**src/usbcrh_pkg.sv**
```systemverilog
// Shared codes and types for the USB control request handler.
// No dependencies; used by usb_control_request_handler_core.
`timescale 1ns / 1ps
`default_nettype none

package usbcrh_pkg;

  // Event opcodes
  localparam logic [1:0] OP_SETUP   = 2'd0;
  localparam logic [1:0] OP_ADDR_OK = 2'd1;
  localparam logic [1:0] OP_BUS_RST = 2'd2;

  // Response kinds
  localparam logic [1:0] RESP_STALL = 2'd0;
  localparam logic [1:0] RESP_ZERO  = 2'd1;
  localparam logic [1:0] RESP_DATA  = 2'd2;

  // Data sources
  localparam logic [3:0] SRC_NONE    = 4'd0;
  localparam logic [3:0] SRC_DEVICE  = 4'd1;
  localparam logic [3:0] SRC_CONFIG  = 4'd2;
  localparam logic [3:0] SRC_LANG    = 4'd3;
  localparam logic [3:0] SRC_MAKER   = 4'd4;
  localparam logic [3:0] SRC_PRODUCT = 4'd5;
  localparam logic [3:0] SRC_SERIAL  = 4'd6;
  localparam logic [3:0] SRC_RATES   = 4'd7;
  localparam logic [3:0] SRC_INLINE  = 4'd8;

  // Descriptor and table sizes in bytes
  localparam logic [7:0] LEN_DEVICE  = 8'd18;
  localparam logic [7:0] LEN_CONFIG  = 8'd93;
  localparam logic [7:0] LEN_LANG    = 8'd4;
  localparam logic [7:0] LEN_MAKER   = 8'd16;
  localparam logic [7:0] LEN_PRODUCT = 8'd42;
  localparam logic [7:0] LEN_SERIAL  = 8'd18;
  localparam logic [7:0] LEN_RATES   = 8'd212;

  // Request words: bRequest in the high byte, bmRequestType in the low byte
  localparam logic [15:0] FUNC_GET_DESC   = 16'h0680;
  localparam logic [15:0] FUNC_GET_CONFIG = 16'h0880;
  localparam logic [15:0] FUNC_SET_CONFIG = 16'h0900;
  localparam logic [15:0] FUNC_SET_ADDR   = 16'h0500;
  localparam logic [15:0] FUNC_CLASS_RATE = 16'h03a1;
  localparam logic [15:0] FUNC_CLASS_NULL = 16'h02a1;
  localparam logic [15:0] FUNC_STATUS_MSK = 16'hfffc;
  localparam logic [15:0] FUNC_GET_STATUS = 16'h0080;
  localparam logic [15:0] RATE_LEN_MASK   = 16'hffc0;

  // Standard feature request codes
  localparam logic [7:0] REQ_CLEAR_FEATURE = 8'd1;
  localparam logic [7:0] REQ_SET_FEATURE   = 8'd3;

  // Descriptor types
  localparam logic [7:0] DESC_DEVICE = 8'd1;
  localparam logic [7:0] DESC_CONFIG = 8'd2;
  localparam logic [7:0] DESC_STRING = 8'd3;

  // Pending-address marker
  localparam logic [7:0] ADDR_PENDING = 8'h80;

  // One reply to a setup transaction
  typedef struct packed {
    logic [1:0]  resp;
    logic [3:0]  src;
    logic [7:0]  len;
    logic [15:0] inl;
  } reply_t;

  localparam reply_t REPLY_STALL = '{resp: RESP_STALL, src: SRC_NONE, len: 8'd0, inl: 16'd0};
  localparam reply_t REPLY_ZERO  = '{resp: RESP_ZERO, src: SRC_NONE, len: 8'd0, inl: 16'd0};

endpackage

`default_nettype wire

```
**src/usb_control_request_handler_core.sv**
```systemverilog
// USB control-endpoint standard and class request decoder.
// Depends on usbcrh_pkg for codes, sizes and the reply type.
`timescale 1ns / 1ps
`default_nettype none

// Takes one event per transaction (setup packet, address confirmed, bus reset)
// and returns exactly one reply per event: stall, zero-length status or a data
// reply naming a descriptor, table or inline bytes with a length clipped to
// wLength, along with the device address, configured flag and endpoint halt
// flags as they stand after the event. The block sustains one event per clock
// cycle while the consumer is ready. The event is captured in the input register
// and the result register loads from it, with the whole decode and state update
// done in a single pass between them. The result register frees the input side,
// so one new event is taken while a reply waits for the consumer; further events
// then stall.
// halt_bits shows endpoints 0 to 3; endpoints above 3 are held internally.
module usb_control_request_handler_core #(
  parameter int TOP_ENDPOINT = 3
) (
  input  wire logic        clk,
  input  wire logic        rst,
  // Event input
  input  wire logic        s_tvalid,
  output logic             s_tready,
  // tdata: packet_length[7:0], request_type[15:8], request_code[23:16],
  //        request_value[39:24], request_index[55:40], request_length[71:56]
  input  wire logic [71:0] s_tdata,
  // tuser: opcode[1:0]
  input  wire logic [1:0]  s_tuser,
  // Reply output
  output logic             m_tvalid,
  input  wire logic        m_tready,
  // tdata: data_source[3:0], data_length[11:4], inline_bytes[27:12],
  //        address_now[35:28], configured_now[36], halt_bits[40:37],
  //        class_notify[41], zero[47:42]
  output logic [47:0]      m_tdata,
  // tuser: response[1:0]
  output logic [1:0]       m_tuser
);

  localparam int HaltW = TOP_ENDPOINT + 1;
  localparam int IdxW  = $clog2(HaltW);
  localparam logic [15:0] TopIdx = 16'(TOP_ENDPOINT);

  // Input register
  logic        in_valid;
  logic [1:0]  in_op;
  logic [7:0]  in_plen;
  logic [7:0]  in_rtype;
  logic [7:0]  in_code;
  logic [15:0] in_val;
  logic [15:0] in_idx;
  logic [15:0] in_wlen;

  // Device state
  logic [7:0]       device_address;
  logic             is_configured;
  logic [HaltW-1:0] endpoint_halt;

  logic [7:0]       device_address_next;
  logic             is_configured_next;
  logic [HaltW-1:0] endpoint_halt_next;

  // Result register
  logic              out_valid;
  usbcrh_pkg::reply_t out_reply;
  logic [7:0]        out_addr;
  logic              out_cfg;
  logic [3:0]        out_halt;
  logic              out_notify;

  usbcrh_pkg::reply_t reply;
  logic              notify;
  logic              advance;
  logic [HaltW+3:0]  halt_ext;

  assign advance  = in_valid && (!out_valid || m_tready);
  assign s_tready = !in_valid || advance;

  // Capture a new event
  always_ff @(posedge clk) begin
    if (rst) begin
      in_valid <= 1'b0;
    end else if (s_tready) begin
      in_valid <= s_tvalid;
    end
    if (s_tready && s_tvalid) begin
      in_op    <= s_tuser;
      in_plen  <= s_tdata[7:0];
      in_rtype <= s_tdata[15:8];
      in_code  <= s_tdata[23:16];
      in_val   <= s_tdata[39:24];
      in_idx   <= s_tdata[55:40];
      in_wlen  <= s_tdata[71:56];
    end
  end

  // Decode the event and work out the next device state
  always_comb begin
    logic [15:0]     func;
    logic            has_addr;
    logic            idx_ok;
    logic [IdxW-1:0] idx_sel;
    logic [HaltW-1:0] idx_bit;
    logic [7:0]      desc_len;
    logic [3:0]      desc_src;
    logic            desc_ok;
    logic [7:0]      desc_type;
    logic [7:0]      desc_sub;

    func      = {in_code, in_rtype};
    has_addr  = (device_address != 8'd0);
    idx_ok    = 1'b0;
    idx_sel   = in_idx[IdxW-1:0];
    idx_bit   = HaltW'(1) << idx_sel;
    desc_type = in_val[15:8];
    desc_sub  = in_val[7:0];

    device_address_next = device_address;
    is_configured_next  = is_configured;
    endpoint_halt_next  = endpoint_halt;
    reply  = usbcrh_pkg::REPLY_STALL;
    notify = 1'b0;

    // Pick the descriptor
    desc_ok  = 1'b1;
    desc_src = usbcrh_pkg::SRC_NONE;
    desc_len = 8'd0;
    if (desc_type == usbcrh_pkg::DESC_DEVICE) begin
      desc_src = usbcrh_pkg::SRC_DEVICE;
      desc_len = usbcrh_pkg::LEN_DEVICE;
    end else if (desc_type == usbcrh_pkg::DESC_CONFIG) begin
      desc_src = usbcrh_pkg::SRC_CONFIG;
      desc_len = usbcrh_pkg::LEN_CONFIG;
    end else if (desc_type == usbcrh_pkg::DESC_STRING && desc_sub == 8'd0) begin
      desc_src = usbcrh_pkg::SRC_LANG;
      desc_len = usbcrh_pkg::LEN_LANG;
    end else if (desc_type == usbcrh_pkg::DESC_STRING && desc_sub == 8'd1) begin
      desc_src = usbcrh_pkg::SRC_MAKER;
      desc_len = usbcrh_pkg::LEN_MAKER;
    end else if (desc_type == usbcrh_pkg::DESC_STRING && desc_sub == 8'd2) begin
      desc_src = usbcrh_pkg::SRC_PRODUCT;
      desc_len = usbcrh_pkg::LEN_PRODUCT;
    end else if (desc_type == usbcrh_pkg::DESC_STRING && desc_sub == 8'd3) begin
      desc_src = usbcrh_pkg::SRC_SERIAL;
      desc_len = usbcrh_pkg::LEN_SERIAL;
    end else begin
      desc_ok = 1'b0;
    end

    unique case (in_op)
      usbcrh_pkg::OP_SETUP: begin
        if (in_plen == 8'd8) begin
          if (func == usbcrh_pkg::FUNC_GET_DESC) begin
            if (desc_ok) begin
              reply.resp = usbcrh_pkg::RESP_DATA;
              reply.src  = desc_src;
              reply.len  = ({8'd0, desc_len} > in_wlen) ? in_wlen[7:0] : desc_len;
            end
          end else if (func == usbcrh_pkg::FUNC_GET_CONFIG) begin
            if (has_addr && in_wlen == 16'd1 && in_val == 16'd0 && in_idx == 16'd0) begin
              reply.resp = usbcrh_pkg::RESP_DATA;
              reply.src  = usbcrh_pkg::SRC_INLINE;
              reply.len  = 8'd1;
              reply.inl  = {15'd0, is_configured};
            end
          end else if (func == usbcrh_pkg::FUNC_SET_CONFIG) begin
            if (has_addr && in_wlen == 16'd0 && in_idx == 16'd0 &&
                (in_val == 16'd0 || in_val == 16'd1)) begin
              is_configured_next = in_val[0];
              notify             = in_val[0];
              endpoint_halt_next = endpoint_halt & HaltW'(1);
              reply              = usbcrh_pkg::REPLY_ZERO;
            end
          end else if ((func & usbcrh_pkg::FUNC_STATUS_MSK) == usbcrh_pkg::FUNC_GET_STATUS)
          begin
            if (has_addr && in_wlen == 16'd2 && in_val == 16'd0) begin
              if (in_rtype[1] == 1'b0) begin
                // Device or interface
                if (in_idx == 16'd0) begin
                  reply.resp = usbcrh_pkg::RESP_DATA;
                  reply.src  = usbcrh_pkg::SRC_INLINE;
                  reply.len  = 8'd2;
                end
              end else if (in_rtype[0] == 1'b0) begin
                // Endpoint
                if (in_idx <= TopIdx) begin
                  reply.resp = usbcrh_pkg::RESP_DATA;
                  reply.src  = usbcrh_pkg::SRC_INLINE;
                  reply.len  = 8'd2;
                  reply.inl  = {15'd0, endpoint_halt[idx_sel]};
                end
              end
            end
          end else if (func == usbcrh_pkg::FUNC_SET_ADDR) begin
            if (!is_configured && in_wlen == 16'd0 && in_idx == 16'd0 &&
                in_val[15:7] == 9'd0) begin
              device_address_next = usbcrh_pkg::ADDR_PENDING | {1'b0, in_val[6:0]};
              reply               = usbcrh_pkg::REPLY_ZERO;
            end
          end else if (func == usbcrh_pkg::FUNC_CLASS_RATE ||
                       func == usbcrh_pkg::FUNC_CLASS_NULL) begin
            if (in_val == 16'd0 && in_idx == 16'd0) begin
              reply.resp = usbcrh_pkg::RESP_DATA;
              if (in_code[0]) begin
                // Rate table, short requests rounded down to whole packets
                reply.src = usbcrh_pkg::SRC_RATES;
                if (in_wlen < {8'd0, usbcrh_pkg::LEN_RATES}) begin
                  reply.len = in_wlen[7:0] & usbcrh_pkg::RATE_LEN_MASK[7:0];
                end else begin
                  reply.len = usbcrh_pkg::LEN_RATES;
                end
              end
            end
          end else if (in_rtype < 8'd3) begin
            // Feature set and clear
            if (has_addr && in_wlen == 16'd0) begin
              if (in_val != 16'd0) begin
                reply = usbcrh_pkg::REPLY_ZERO;
              end else begin
                idx_ok = is_configured ? (in_idx <= TopIdx) : (in_idx == 16'd0);
                if (idx_ok && in_code == usbcrh_pkg::REQ_CLEAR_FEATURE) begin
                  endpoint_halt_next = endpoint_halt & ~idx_bit;
                  reply              = usbcrh_pkg::REPLY_ZERO;
                end else if (idx_ok && in_code == usbcrh_pkg::REQ_SET_FEATURE) begin
                  endpoint_halt_next = endpoint_halt | idx_bit;
                  reply              = usbcrh_pkg::REPLY_ZERO;
                end
              end
            end
          end
        end
      end
      usbcrh_pkg::OP_ADDR_OK: begin
        device_address_next = device_address & ~usbcrh_pkg::ADDR_PENDING;
      end
      usbcrh_pkg::OP_BUS_RST: begin
        device_address_next = 8'd0;
        is_configured_next  = 1'b0;
        endpoint_halt_next  = '0;
      end
      default: begin
      end
    endcase
  end

  assign halt_ext = {4'd0, endpoint_halt_next};

  // Commit state and load the result register
  always_ff @(posedge clk) begin
    if (rst) begin
      out_valid      <= 1'b0;
      device_address <= 8'd0;
      is_configured  <= 1'b0;
      endpoint_halt  <= '0;
    end else begin
      if (advance) begin
        out_valid      <= 1'b1;
        device_address <= device_address_next;
        is_configured  <= is_configured_next;
        endpoint_halt  <= endpoint_halt_next;
      end else if (m_tready) begin
        out_valid <= 1'b0;
      end
    end
    if (advance) begin
      out_reply  <= reply;
      out_addr   <= device_address_next;
      out_cfg    <= is_configured_next;
      out_halt   <= halt_ext[3:0];
      out_notify <= notify;
    end
  end

  assign m_tvalid = out_valid;
  assign m_tuser  = out_reply.resp;
  assign m_tdata  = {6'd0, out_notify, out_halt, out_cfg, out_addr,
                     out_reply.inl, out_reply.len, out_reply.src};

endmodule

`default_nettype wire
```
**config.mk**
```make
export PLATFORM = sky130hd
export DESIGN_NAME = usb_control_request_handler_core
export DESIGN_NICKNAME = d
export VERILOG_FILES = /design/src/usbcrh_pkg.sv /design/src/usb_control_request_handler_core.sv
export SDC_FILE = /design/constraint.sdc
export NUM_CORES = 1
export LEC_CHECK = 0
export BUFFER_PORTS_ARGS = -buffer_cell sky130_fd_sc_hd__buf_2
export CAP_MARGIN = 25
export CORE_ASPECT_RATIO = 0.9
export CORE_MARGIN = 2
export CORE_UTILIZATION = 45
export CTS_BUF_LIST = sky130_fd_sc_hd__clkbuf_16
export DETAILED_ROUTE_END_ITERATION = 8
export PLACE_DENSITY_LB_ADDON = 0.3
export SYNTH_ARGS = -nofsm -noshare
export SYNTH_HDL_FRONTEND = slang
export SYNTH_SLANG_ARGS = --single-unit
```
**constraint.sdc**
```tcl
create_clock -name clk -period 4.9 [get_ports clk]
set_clock_uncertainty 0.1 [all_clocks]
set_input_delay 0.735 -clock clk [delete_from_list [all_inputs] [get_ports clk]]
set_output_delay 0.735 -clock clk [all_outputs]
set_load 0.01 [all_outputs]
```
; ---- After elaboration in Yosys (flattened, before gate mapping)
; Index checks and enable logic that the tools add are counted.
[totals]
latchBits = 0
word_cells = 170
mem_count = 0
in_bits = 78
mem_bits_ro = 0
ram_bits = 0
ff_bits = 133
[classes]
eq_ne = 21
shift = 1
add_sub_neg = 0
muxes = 77
order_cmp = 5
n_div = 0
mul = 0
n_reduce_logical = 39
bitwise_logic = 7
[ops]
columns = cell, n
row1 = $mux W30, 12
row2 = $mux W29, 3
row3 = $mux W14, 6
row4 = $mux W8, 9
row5 = $mux W4, 13
row6 = $logic_not A16 Y1, 3
row7 = $eq A8 B2 Y1 const B, 5
row8 = $eq A16 B1 Y1 const B, 2
row9 = $eq A16 B10 Y1 const B, 2
row10 = $eq A16 B11 Y1 const B, 2
row11 = $eq A16 B12 Y1 const B, 2
row12 = $mux W16, 2
row13 = $eq A8 B1 Y1 const B, 3
row14 = $pmux W8 S3, 1
row15 = $logic_and A1 B1 Y1, 20
row16 = $mux W3, 6
row17 = $mux W6, 3
row18 = $eq A16 B2 Y1 const B, 1
row19 = $gt A8 B16 Y1, 1
row20 = $le A16 B2 Y1 const B, 1
row21 = $lt A16 B8 Y1 const B, 1
row22 = $reduce_bool A16 Y1, 1
row23 = $mux W1, 15
row24 = $eq A14 B6 Y1 const B, 1
row25 = 26 further kinds, 35

; ---- Logic depth before layout (Yosys ltp)
[depth]
depth_word = 16
depth_mapped = 13
mapped_depth_nobuf = 13

; ---- Least setup slack after synthesis
; OpenSTA, ideal clock, no wires.
[synth_timing]
path_type = register to register
startpoint = reg in_val[11]
endpoint = reg out_reply, in the netlist m_tdata[10], data pin
required_time_ps = 4534
path_stages_with_launch = 14
t_arrival_ps = 3468
synth_period_minus_slack_ps = 3834
path_slack_ps = 1066
setup_time_ps = 266
n_path_buf = 0
cell_sequence = edfxtp_1 or4_4 nor3_1 nand2_1 nor4b_1 or2_2 ha_1 o21a_1 o31ai_1 a21oi_1 o311ai_1 o21ai_1 a222oi_1 nor2_1
[synth_between]
elab_chain_cells = 12
[synth_lines]
columns = item, line
row1 = from (decl), usb_control_request_handler_core.sv:51  ; logic [15:0] in_val;
row2 = from (signal assigned), usb_control_request_handler_core.sv:92  ; in_val <= s_tdata[39:24];
row3 = $eq A8 B2 Y1, n/a
row4 = $logic_and A1 B1 Y1, usb_control_request_handler_core.sv:144  ; end else if (desc_type == usbcrh_pkg::DESC_STRING && desc_sub == 8'd3) begin
row5 = $mux W5, usb_control_request_handler_core.sv:144
row6 = $mux W6, usb_control_request_handler_core.sv:141  ; end else if (desc_type == usbcrh_pkg::DESC_STRING && desc_sub == 8'd2) begin
row7 = $mux W6, usb_control_request_handler_core.sv:138  ; end else if (desc_type == usbcrh_pkg::DESC_STRING && desc_sub == 8'd1) begin
row8 = $mux W6, usb_control_request_handler_core.sv:135  ; end else if (desc_type == usbcrh_pkg::DESC_STRING && desc_sub == 8'd0) begin
row9 = $mux W7, usb_control_request_handler_core.sv:132  ; end else if (desc_type == usbcrh_pkg::DESC_CONFIG) begin
row10 = $mux W7, usb_control_request_handler_core.sv:129  ; if (desc_type == usbcrh_pkg::DESC_DEVICE) begin
row11 = $gt A8 B16 Y1, usb_control_request_handler_core.sv:158  ; reply.len = ({8'd0, desc_len} > in_wlen) ? in_wlen[7:0] : desc_len;
row12 = $mux W8, usb_control_request_handler_core.sv:158
row13 = $mux W14, usb_control_request_handler_core.sv:155  ; if (desc_ok) begin
row14 = $mux W14 (*), usb_control_request_handler_core.sv:154  ; if (func == usbcrh_pkg::FUNC_GET_DESC) begin
row15 = to (signal assigned), usb_control_request_handler_core.sv:267  ; out_reply <= reply;
row16 = to (decl), usb_control_request_handler_core.sv:66  ; usbcrh_pkg::reply_t out_reply;
; Mark *: on every way between the ends. The rest lies on a longest branch, timed or not.
; A chain may end at the register's enable or synchronous reset.

; ---- Worst setup path after layout
[layout_timing]
startpoint = reg in_val[11]
endpoint = reg out_reply, in the netlist m_tdata[4], data pin
; The elaborated chain is that of the path after synthesis.

==> impl_results.md <==
- Outcome: finished, final reports clean
- Net Switching: just under 0.5 mW
- Largest net degree at the start of global routing: 47
- Worst Hold Class: input port to flip-flop
- End of the worst register-to-register path: m_tdata[4]
- Seq pwr share: 0.467
- Die H: 107 microns
- Min-Delay Endpoint: in_code[5]
- Routed met2 length: between 4000 and 5000 microns
- Drt total wl: around 11000 microns
- Longest Clk Path Bufs: 2
- CP peak stage delay: about 0.60 ns
- CP max stage cell: nor4b_1
- Tmin final: 4.12 ns
- Grt total ovfl: 0
- Worst path cell trace: or4_4 -> nor3_1 -> nand2_1 -> nor4b_1 -> or2_2 -> ha_1 -> nand4_1 -> nor2_1 -> nor4_1 -> o31a_1 -> mux2_2 -> a22oi_1 -> nor2_1
- Peak supply drop: between 0.0004 and 0.0005 V
- CP Launch Type: flip-flop
- Pre-antenna DRT Iters: 5
- Crit end category: flip-flop
- Area occupied by multi-input gates: 0.00175 sq mm
- CP arrival: a little over 4 ns
- Setup bufs post-CTS: 0
- Starting Density: 0.464
- Number of synthesis warnings: 0
- Hold path start: s_tdata[21]
- Routed met3 length: around 1100 microns
- Max-slew violation count: 0
- Worst skew pair latency: 0.41 ns
- Overall Power: roughly 2.5 mW
- R2R depth: 13
- Post-synthesis compound-gate area fraction: 0.100
- Maximum fanout along the worst path: 6
- CORE AREA: about 0.011 sq mm
- Setup Viol. Count Final: 0
- Placed cell count: around 670
- Mapped Cells: between 400 and 500
- Total GRT Usage: 0.184
- Die Area: 0.0127 sq mm
- Hold Vio Cnt, Final: 0
- DP HPWL: approximately 8300 microns
- CTS sink count: about 120
- Vias/cell: between 5 and 6
- DP Area: around 0.006 sq mm
- Multiplexer share of the synthesized area: 0.0103
- Die X: approximately 120 microns
- Layout filler cell count: about 950
- Final nets: 620
- Vias in the first global route: approximately 3500
- Hold path cells: 1
- Seq. cell area: about 0.0034 sq mm
- Final ANT Viol Nets: 0
- Unrepaired setup endpoints after global routing: false
- Pre-CTS setup slack: between 0.8 and 0.9 ns
- Routed WL per cell: approximately 16 microns
- Yosys top cell area share: 0.581
- TritonCTS clock tree: done
- RR Startpoint: in_val[11]
- PwrDens: roughly 390 mW/mm^2
- Top Ports: 130
- Crit-path leading delay family: simple AND/OR/NAND/NOR gates
- Critical path type: flip-flop to flip-flop
- Tcrit/Tclk final: 0.841
- Flop2flop setup slack: a little under 0.8 ns
- Resize count post-CTS: 0
- Most frequent cell on the critical path: nor2_1
- Synthesized flop and latch total: 118
- Sw frac: 0.196
- Leakage: 2.50 nW
- FFs w/ async S/R, synth: 0
- Initial antenna violation count: 0
- Clock Pin Slew Worst Setup and Hold Paths: around 0.05 ns
- Buf/Inv on CP: 0
- Root Buffer: clkbuf_16
- Combinational fraction of design power: 0.045
- Synthesis-to-finish area growth: 22.8%
- Design Area, Final: around 0.0065 sq mm
- Post-Synth Adder-Cell Area: 0.0164
- Clk pwr share: 0.488
- Max H-tree Level: 4
- DRC violations left: 0
- Data required, critical path: 4.92 ns
- Post-Synth XOR/XNOR Area: 0
- Post-synthesis simple-gate area fraction: 0.187
- Commonest non-fill, non-tap cell in the layout: buf_2
- Number of enable flip-flop cells after synthesis: between 100 and 150
- Antenna cells: 0
- Largest family of logic cells by synthesized area: simple AND/OR/NAND/NOR gates
- Final worst-path setup slack: just under 0.8 ns
- Pint: between 2 and 2.5 mW
- Worst rel slew slack: 0.348
- Max_cap viols: 0
- PortBufs: roughly 110
- Fin cells: a little over 700
- Setup crit start: in_val[11]
- Num rows: 37
- Netlist Area Pre-Place: 0.00533 sq mm
- Setup TNS: 0 ns
- Leading area contributor after synthesis: edfxtp_1
- Worst-Margin Slew: between 0.9 and 1 ns
- Global-route wire length before repair: 17800 microns
- Register area share after synthesis: 0.637
- Most frequent cells in the layout: buf_2, edfxtp_1, nor2_1
- Top layer in use: met4
- Top FF cell, synth: edfxtp_1
- Num CTS Buffers: 17
- Initial DRC Count: about 280
- Mean Syn Cell Area: 12.8 sq um
- Cts hold-fix bufs: 0
- Routability cong.: roughly 0.9
- Count of cell types in the netlist: between 60 and 70
- Metal1 wirelength: 5030 microns
- F_max: 0.243 GHz
- Top cells by area, synth: edfxtp_1, dfxtp_1, buf_4
- Via count: roughly 3800
- Layout cell share with drive strength beyond 1: 0.294
## state kept, by name, summed over array words and instances (netlist names), 4 cells and up
signal and cells:
in_plen 8, m_tdata 13, out_addr 8, in_rtype 8, device_address 8, in_val 16
endpoint_halt 4, out_halt 4, in_wlen 16, in_idx 16, in_code 8
## cells in the mapped netlist, types with 4 or more instances
master	instances
a21oi_1	21
or4_4	6
inv_1	11
o31a_1	4
dfxtp_1	15
buf_4	23
and3_1	6
or3_1	4
nand2b_1	5
or2_2	6
nand3_1	9
edfxtp_1	103
ha_1	7
nor2b_1	6
clkbuf_1	5
nor3_1	12
o21ai_0	12
nor4_1	16
and2_1	8
nor2_1	33
nand2_1	21
nand4_1	8
a22o_1	14
## metal layers
| layer | global-route usage | up-vias |
|---|---|---|
| met1 | 0.250 | 1761 |
| met2 | 0.267 | 197 |
| met4 | 0.0612 | 0 |
| met5 | 0 | - |
| li1 | - | 1807 |
| met3 | 0.0771 | 10 |
## how the worst max path moves through the flow
stage                   to  slack (ns)  depth (start not counted)
6_report        m_tdata[4]        0.78                         13
5_1_grt        m_tdata[10]        0.35                         14
3_5_place_dp   m_tdata[10]        0.88                         14
2_1_floorplan  m_tdata[10]        1.07                         13
4_1_cts        m_tdata[10]        0.82                         14
3_3_place_gp   m_tdata[10]        1.00                         14
## through the flow
step,hold slack (ns),utilization
floorplan,0.362,-
global placement,0.385,0.518
detailed placement,0.389,0.518
CTS,0.382,0.570
global route,0.381,0.570
finish,0.403,0.570
## power groups by stage
| stage | Combinational [mW] | Clock, mW | Sequential (mW) |
|---|---|---|---|
| after global placement | 0.113 | 0 | 1.20 |
| after detailed placement | 0.114 | 0 | 1.20 |
| final | 0.114 | 1.23 | 1.18 |
| after floorplan | 0.0669 | 0 | 1.20 |
| after CTS | 0.115 | 1.26 | 1.18 |
| after global routing | 0.127 | 1.31 | 1.18 |
## area by class of cell
class | count | share of cell area
clock inverters | 15 | 0.0260
repair buffers | 111 | 0.0861
clock buffers | 17 | 0.0651
multi-input cells | 276 | 0.268
inverters | 11 | 0.00631
well taps | 156 | 0.0299
flip-flops and latches | 118 | 0.519
## worst reg2reg max path: stages (launching register included)
cell,delay (ns)
edfxtp_1,0.35
or4_4,0.54
nor3_1,0.40
nand2_1,0.25
nor4b_1,0.60
or2_2,0.23
ha_1,0.24
nand4_1,0.08
nor2_1,0.06
nor4_1,0.17
o31a_1,0.22
mux2_2,0.35
a22oi_1,0.18
nor2_1,0.08
## logic make-up after synthesis
kind of cell,count (synthesis)
and+or+nand+nor,166
DFF,118
AOI/OAI and AO/OA,78
buffers and inverters,42
adders and majority gates,7
muxes,4
other,1
Note: power is estimated with default switching activity, not from simulation.
